## src/design/rar_div.sv

```systemverilog
// Iterative restoring divider for unsigned operands, one quotient bit per cycle.
// Used by rational_arith_reduce_top; no package dependencies.
module rar_div #(
  parameter int W = 64
) (
  input  logic         clk_i,
  input  logic         rst_ni,
  input  logic         start_i,
  input  logic [W-1:0] dividend_i,
  input  logic [W-1:0] divisor_i,
  output logic         busy_o,
  output logic         done_o,
  output logic [W-1:0] quo_o
);

  localparam int CW = $clog2(W + 1);

  logic [W-1:0]  rem_q, rem_d;
  logic [W-1:0]  quo_q, quo_d;
  logic [W-1:0]  dvs_q;
  logic [CW-1:0] cnt_q;
  logic          done_q;
  logic [W:0]    shifted;
  logic [W:0]    diff;
  logic          sub_ok;

  always_comb begin
    shifted = {rem_q, quo_q[W-1]};
    diff    = shifted - {1'b0, dvs_q};
    sub_ok  = ~diff[W];
    rem_d   = sub_ok ? diff[W-1:0] : shifted[W-1:0];
    quo_d   = {quo_q[W-2:0], sub_ok};
  end

  always_ff @(posedge clk_i or negedge rst_ni) begin
    if (!rst_ni) begin
      rem_q  <= '0;
      quo_q  <= '0;
      dvs_q  <= '0;
      cnt_q  <= '0;
      done_q <= 1'b0;
    end else begin
      done_q <= 1'b0;
      if (start_i) begin
        rem_q <= '0;
        quo_q <= dividend_i;
        dvs_q <= divisor_i;
        cnt_q <= CW'(W);
      end else if (cnt_q != '0) begin
        rem_q  <= rem_d;
        quo_q  <= quo_d;
        cnt_q  <= cnt_q - 1'b1;
        done_q <= (cnt_q == CW'(1));
      end
    end
  end

  assign busy_o = (cnt_q != '0);
  assign done_o = done_q;
  assign quo_o  = quo_q;

endmodule

```

## config.mk

```make
export PLATFORM = sky130hd
export DESIGN_NAME = rar_div
export DESIGN_NICKNAME = d
export VERILOG_FILES = /design/src/design/rar_div.sv
export SDC_FILE = /design/constraint.sdc
export NUM_CORES = 1
export LEC_CHECK = 0
export BUFFER_PORTS_ARGS = -buffer_cell sky130_fd_sc_hd__buf_2
export CAP_MARGIN = 15
export CORE_UTILIZATION = 30
export DETAILED_ROUTE_END_ITERATION = 8
export PLACE_DENSITY = 0.49
export SETUP_SLACK_MARGIN = 0.5
export SYNTH_ARGS = -nofsm -noshare
export SYNTH_HDL_FRONTEND = slang
export SYNTH_SLANG_ARGS = --single-unit
export TNS_END_PERCENT = 1
```

## constraint.sdc

```tcl
create_clock -name clk_i -period 4.9 [get_ports clk_i]
set_input_delay 0.245 -clock clk_i [delete_from_list [all_inputs] [get_ports clk_i]]
set_output_delay 0.245 -clock clk_i [all_outputs]
set_load 0.01 [all_outputs]
```

==> summary.md, run 1 <==
| Metric | Value |
|---|---|
| Final nets | `1,929` |
| CP arrival | `4.00 ns` |
| Seq pwr share | `42.9%` |
| Post-synth top flop | `dfrtp_1` |
| Pwr/cell area | `289 nW/um^2` |
| Synth Net Count | `1,684` |
| GR Overflow Total | `0` |
| Port buffer count | `196` |
| Gr busiest metal | `met2` |
| Unique cell type count in the Yosys netlist | `75` |
| Initial core utilization | `30.8%` |
| Die height | `208 um` |
| Mapped Cells | `1,486` |
| Drc violations | `0` |
| Worst Max-Slew Pin Slew | `0.943 ns` |
| Critical path peak fanout | `35` |
| Drt pass-1 iters | `5` |
| Total GRT Usage | `18.0%` |
| RSZ-0062 raised after global routing | `false` |
| Min Tclk post-route | `3.67 ns` |
| Die width | `208 um` |
| Worst EP required | `5.24 ns` |
| Post-Place Cells | `2,135` |
| Crit. End Element | `flop` |
| Worst r2r src | `quo_o[63]` |
| Number of global-route vias before repair | `11.8k` |
| Slew margin rel. | `37.1%` |
| P&R area growth vs syn | `24.2%` |
| Clk sink count | `200` |
| Share of cells above drive strength 1 | `15.1%` |
| Worst Setup Start Kind | `flop` |
| #FFs+latches synth | `200` |
| Setup crit start | `quo_o[63]` |
| Combinational Power Share | `24.9%` |
| Total power draw | `4.54 mW` |
| Met3 usage | `4.18%` |
| Die area | `43,100 sq um` |
| Largest net degree at the start of global routing | `112` |
| Met2 GRT Util | `28.1%` |
| I/O pins | `197` |
| Post-DP HPWL | `27,600 um` |
| YS warnings | `0` |
| Clock skew | `0.0163 ns` |
| Hold crit path type | `in -> reg` |
| Fillers | `4,257` |
| Resized cells post-CTS | `0` |
| Crit Path Category | `reg -> reg` |
| Mapped cell area | `12,700 sq um` |
| Fin. Hold Viols | `0` |
| CORE AREA | `41,200 sq um` |
| Worst vdd ir | `0.230 mV` |
| Gpl congestion | `0.873` |
| Total wire length | `38,100 um` |
| Clk pwr share | `32.2%` |
| Vias per cell | `5.15` |
| Status | `completed` |
| GRT met1 Usage | `25.3%` |
| Register area share after synthesis | `39.5%` |
| Final setup margin | `1.23 ns` |
| Routed len/inst | `16.7 um` |
| Post-CTS Setup Bufs | `0` |
| Diodes inserted | `0` |
| CTS Root Cell | `clkbuf_16` |
| Setup violations, final | `0` |
| TritonCTS buffer count | `17` |
| Period utilization | `74.8%` |
| Static Leak | `7.39 nW` |
| DRT antenna net count | `0` |
| CTS H-Tree Depth | `4` |
| Worst-path clk slew | `0.08 ns` |
| Row cnt | `74` |
| Antenna violations before repair | `0` |
| Initial DRC count | `532` |
| Global-route wire length before repair | `63,400 um` |
| Hold Startpoint | `divisor_i[23]` |
| Post-synth EDFFs | `0` |
| Highest clock rate | `0.273 GHz` |
| Setup_tns | `0 ns` |
| Final std cells w/o fill | `2,276` |
| Hold Buf Count CTS | `108` |
| FFs w/ async S/R, synth | `100%` |
| Clock Path Buffers | `2` |
| Power Internal | `2.97 mW` |
| Dpl ws | `1.25 ns` |
| Clk_lat worst skew | `0.47 ns` |
| CTS tree | `done` |
| Total number of vias | `11.7k` |
| Switch share | `34.6%` |
| Pins Over Slew Limit | `0` |
| Avg Synthesized Cell Area | `8.53 sq um` |
| Psw | `1.57 mW` |
| Maxcap violations | `0` |
sequential cells by signal, summed over array words and instances (netlist names):
register	cells
rem_q	64
cnt_q	7
done_o	1
dvs_q	64
quo_o	64
layer usage:
metal / vias up / wire (um)
li1: 5765 / -
met2: 254 / 17100
met5: - / 0
met1: 5681 / 18700
met4: 0 / 351
met3: 24 / 1940
stage by stage:
step / hold WS (ns) / instance area, sq um / util (%)
floorplan: -0.0506 / 12700 / -
global placement: 0.455 / 14000 / 34.1
detailed placement: 0.457 / 14000 / 34.1
CTS: 0.00213 / 15700 / 38.2
global route: 0.00946 / 15700 / 38.2
finish: 0.0166 / 15700 / 38.2
cells in the final DEF, fill, tap and decap left out, drive strengths merged, types with 10 or more instances in the layout:
cell type,Yosys,final
nor4,11,11
nand3,17,17
dfrtp,200,200
o21bai,10,10
buf,27,208
mux2i,51,51
nor2,116,116
clkbuf,64,18
a21o,18,18
xor2,23,23
ha,66,66
a21oi,94,94
xnor2,31,31
inv,84,91
nand2,256,256
dlygate4sd3,0,108
a221o,63,63
nor3,22,22
a32oi,12,12
o21ai,178,178
nand4,25,25
final cells by class:
type | instances | area [sq um] | area share, %
tap | 532 | 666 | 4.23
clock inverter | 15 | 175 | 1.11
timing repair buffer | 317 | 2200 | 14.0
multi-input combinational | 1111 | 6950 | 44.2
inverter | 84 | 315 | 2.00
clock buffer | 17 | 425 | 2.70
sequential | 200 | 5000 | 31.8
critical path, stage by stage (launching register included):
cell and delay, ns:
dfrtp_1 0.39, inv_1 0.07, ha_1 0.22, inv_1 0.07, fa_1 0.20, nand3_1 0.14, a211oi_1 0.30, o21ai_1 0.17
a21oi_2 0.22, o21ai_1 0.12, a21oi_1 0.26, o211a_4 0.64, buf_4 0.38, mux2i_1 0.23, o21ai_0 0.11
power groups by stage:
stage | logic [mW] | registers, mW | clock network [mW]
final | 1.13 | 1.95 | 1.46
after global routing | 1.27 | 1.98 | 1.57
after floorplan | 0.651 | 1.99 | 0
after global placement | 1.06 | 1.98 | 0
after CTS | 1.14 | 1.95 | 1.53
after detailed placement | 1.07 | 1.98 | 0
Yosys cell counts, drive strengths merged, types with 3 or more instances:
library cell / n / area (sq um)
a221o: 63 / 631
a32oi: 12 / 105
xnor2: 31 / 272
nand2: 256 / 966
o21ai: 178 / 891
nand4: 25 / 163
inv: 84 / 315
o41ai: 4 / 72.6
nand4b: 3 / 26.3
nand3: 17 / 85.1
dfrtp: 200 / 5000
and2: 4 / 25.0
nor3b: 3 / 22.5
a211oi: 6 / 45.0
o211ai: 8 / 60.1
or4: 5 / 37.5
a41oi: 3 / 33.8
a21oi: 94 / 482
a21o: 18 / 135
and3: 6 / 37.5
o21a: 4 / 30.0
xor2: 23 / 201
buf: 27 / 166
o31ai: 7 / 52.6
nor3: 22 / 121
o2111ai: 3 / 26.3
o21bai: 10 / 75.1
or2: 4 / 25.0
clkbuf: 64 / 240
nand3b: 4 / 30.0
nand2b: 9 / 56.3
nor4: 11 / 68.8
ha: 66 / 826
mux2i: 51 / 510
a31oi: 9 / 56.3
nor2: 116 / 438
a2bb2oi: 3 / 32.5
a211o: 4 / 35.0
cells by family after synthesis:
family                     Yosys count  share of synthesized area (%)
and+or+nand+nor                    490                           16.9
AOI/OAI and AO/OA                  448                           23.4
DFF                                200                           39.5
buffers and inverters              175                           5.70
adders and majority gates           67                           6.68
xor gates and xnor gates            54                           3.73
muxes                               52                           4.12
path summary, 6_finish.rpt:
kind | to | slack [ns] | cells after the start
worst max register to register | rem_q[37] | 1.23 | 14
min in group asynchronous | quo_o[7] | 0.45 | 2
worst max-delay path | rem_q[37] | 1.23 | 14
worst min register to register | rem_q[17] | 0.52 | 2
max in group asynchronous | rem_q[47] | 3.41 | 3
worst min-delay path | dvs_q[23] | 0.02 | 3
Power figures use the tool's default switching activity.
==> run 2: changes to the inputs <==
Clock period 4.9 ns to 3.5 ns, I/O delays scaled along.
==> summary.md, run 2 (synthesized netlist as in run 1, its figures left out) <==
| Metric | Value |
|---|---|
| Status | `completed` |
| Leading cell type in the layout, fill and taps excluded | `nand2_1` |
| I/O pins | `197` |
| P&R area growth vs syn | `30.3%` |
| Initial DRC count | `697` |
| Seq pwr share | `42.3%` |
| Worst Hold Depth | `2` |
| Power Internal | `4.21 mW` |
| Drt pass-1 iters | `5` |
| Static Leak | `7.61 nW` |
| RSZ-0062 raised after global routing | `true` |
| Worst vdd ir | `0.352 mV` |
| Worst EP required | `3.87 ns` |
| CP arrival | `3.42 ns` |
| Crit Reg-Reg Endpoint | `rem_q[0]` |
| Routed len/inst | `16.8 um` |
| Pwr/cell area | `391 nW/um^2` |
| FF-to-FF path depth | `11` |
| Top sig layer | `met4` |
| CTS H-Tree Depth | `4` |
| Die height | `208 um` |
| Pins Over Slew Limit | `0` |
| Maxcap violations | `0` |
| Gpl congestion | `0.881` |
| Hold crit path type | `in -> reg` |
| Row cnt | `74` |
| Worst Max-Slew Pin Slew | `0.793 ns` |
| Hold Path Sink | `cnt_q[5]` |
| Total GRT Usage | `18.3%` |
| Commonest cells after routing, fill and taps aside | `nand2_1, dfrtp_1, buf_2` |
| Combinational Power Share | `25.8%` |
| Clk pwr share | `31.9%` |
| Hold Startpoint | `start_i` |
| Worst r2r src | `rem_q[29]` |
| TritonCTS buffer count | `17` |
| Global-route wire length before repair | `64,200 um` |
| Clock Path Buffers | `2` |
| Routed wl met3 | `1930 um` |
| Setup_tns | `0 ns` |
| Port buffer count | `196` |
| DR WL met2 | `17,600 um` |
| Die width | `208 um` |
| Vias per cell | `5.14` |
| Largest net degree at the start of global routing | `191` |
| FF-to-FF setup slack | `0.46 ns` |
| Fin. Hold Viols | `0` |
| Crit Path Category | `reg -> reg` |
| CTS tree | `done` |
| Setup violations, final | `0` |
| Die area | `43,100 sq um` |
| Highest clock rate | `0.328 GHz` |
| Setup crit start | `rem_q[29]` |
| Number of global-route vias before repair | `12.1k` |
| Fillers | `4,213` |
| Total number of vias | `11.9k` |
| Switch share | `34.8%` |
| Worst Setup Start Kind | `flop` |
| Antenna violations before repair | `0` |
| Min Tclk post-route | `3.04 ns` |
| Met1 Wirelength | `19,100 um` |
| Psw | `2.24 mW` |
| CORE AREA | `41,200 sq um` |
| Worst slack on hold paths | `0.104 ns` |
| Crit. End Element | `flop` |
| Diodes inserted | `0` |
| Worst-path clk slew | `0.09 ns` |
| Share of cells above drive strength 1 | `18.9%` |
| Clock skew | `0.0216 ns` |
| Slew margin rel. | `47.1%` |
| Clk sink count | `200` |
| Final nets | `1,974` |
| Drc violations | `0` |
| Initial core utilization | `30.8%` |
| Critical path peak fanout | `11` |
| Clk_lat worst skew | `0.47 ns` |
| Total power draw | `6.45 mW` |
| DRT antenna net count | `0` |
| Post-DP HPWL | `27,900 um` |
| Period utilization | `87.0%` |
| GR Overflow Total | `0` |
| Dpl ws | `0.0858 ns` |
| Total wire length | `39,000 um` |
| Final setup margin | `0.456 ns` |
| CTS Root Cell | `clkbuf_16` |
-- run 2: cell count changes in the layout (fill, tap and decap cells not counted), sizes merged --
| cell | change |
|---|---|
| dlygate4sd3 | +21 |
| inv | -1 |
| clkinv | +3 |
| buf | +23 |
| clkinvlp | -2 |
| bufbuf | +1 |
-- run 2: metal layers --
layer  global-route usage [%]  vias to the layer above
met3                     3.81                       29
met5                        0                        -
met1                     25.4                     5738
met4                     4.14                        0
li1                         -                     5862
met2                     29.0                      305
-- run 2: area by class of cell --
class                           count  area (sq um)  area share (%)
Tap cell                          532           666            4.03
Sequential cell                   200          5000            30.3
Multi-Input combinational cell   1111          7260            44.0
Timing Repair Buffer              362          2650            16.1
Inverter                           84           315            1.91
Clock buffer                       17           425            2.58
Clock inverter                     15           178            1.08
-- run 2: worst max path at each step --
stage	end	slack, ns	cells past startpoint
2_1_floorplan	rem_q[26]	0.69	16
3_3_place_gp	rem_q[9]	0.07	14
4_1_cts	rem_q[12]	0.45	14
3_5_place_dp	rem_q[9]	0.09	14
5_1_grt	rem_q[22]	0.29	14
6_report	rem_q[0]	0.46	11
-- run 2: timing repair --
action	CTS	global route
setup buffers	12	0
gates resized for setup	42	16
setup endpoints to repair	66	68
hold buffers	129	0
hold endpoints to repair	206	0
pin swaps	13	2
cloned	1	0
-- run 2: power groups by stage --
| stage | registers [mW] | logic, mW | clock network [mW] |
|---|---|---|---|
| floorplan | 2.79 | 0.912 | 0 |
| global placement | 2.77 | 1.50 | 0 |
| detailed placement | 2.76 | 1.51 | 0 |
| CTS | 2.73 | 1.67 | 2.13 |
| global route | 2.77 | 1.86 | 2.20 |
| finish | 2.73 | 1.66 | 2.06 |
-- run 2: worst max-delay path, stage by stage, from the launching register on --
cell	delay, ns
dfrtp_1	0.40
ha_1	0.41
nand4_1	0.23
nor3_1	0.29
a2bb2oi_2	0.11
a21oi_2	0.30
o21ai_4	0.10
a211o_1	0.31
o211a_4	0.19
bufbuf_16	0.30
mux2i_1	0.13
a22o_1	0.18
-- run 2: per-stage QoR --
stage | cells | area [sq um] | util [%]
after floorplan | 1486 | 12700 | -
after global placement | 2147 | 14200 | 34.4
after detailed placement | 2147 | 14200 | 34.4
after CTS | 2321 | 16400 | 39.9
after global routing | 2321 | 16500 | 40.1
final | 2321 | 16500 | 40.1
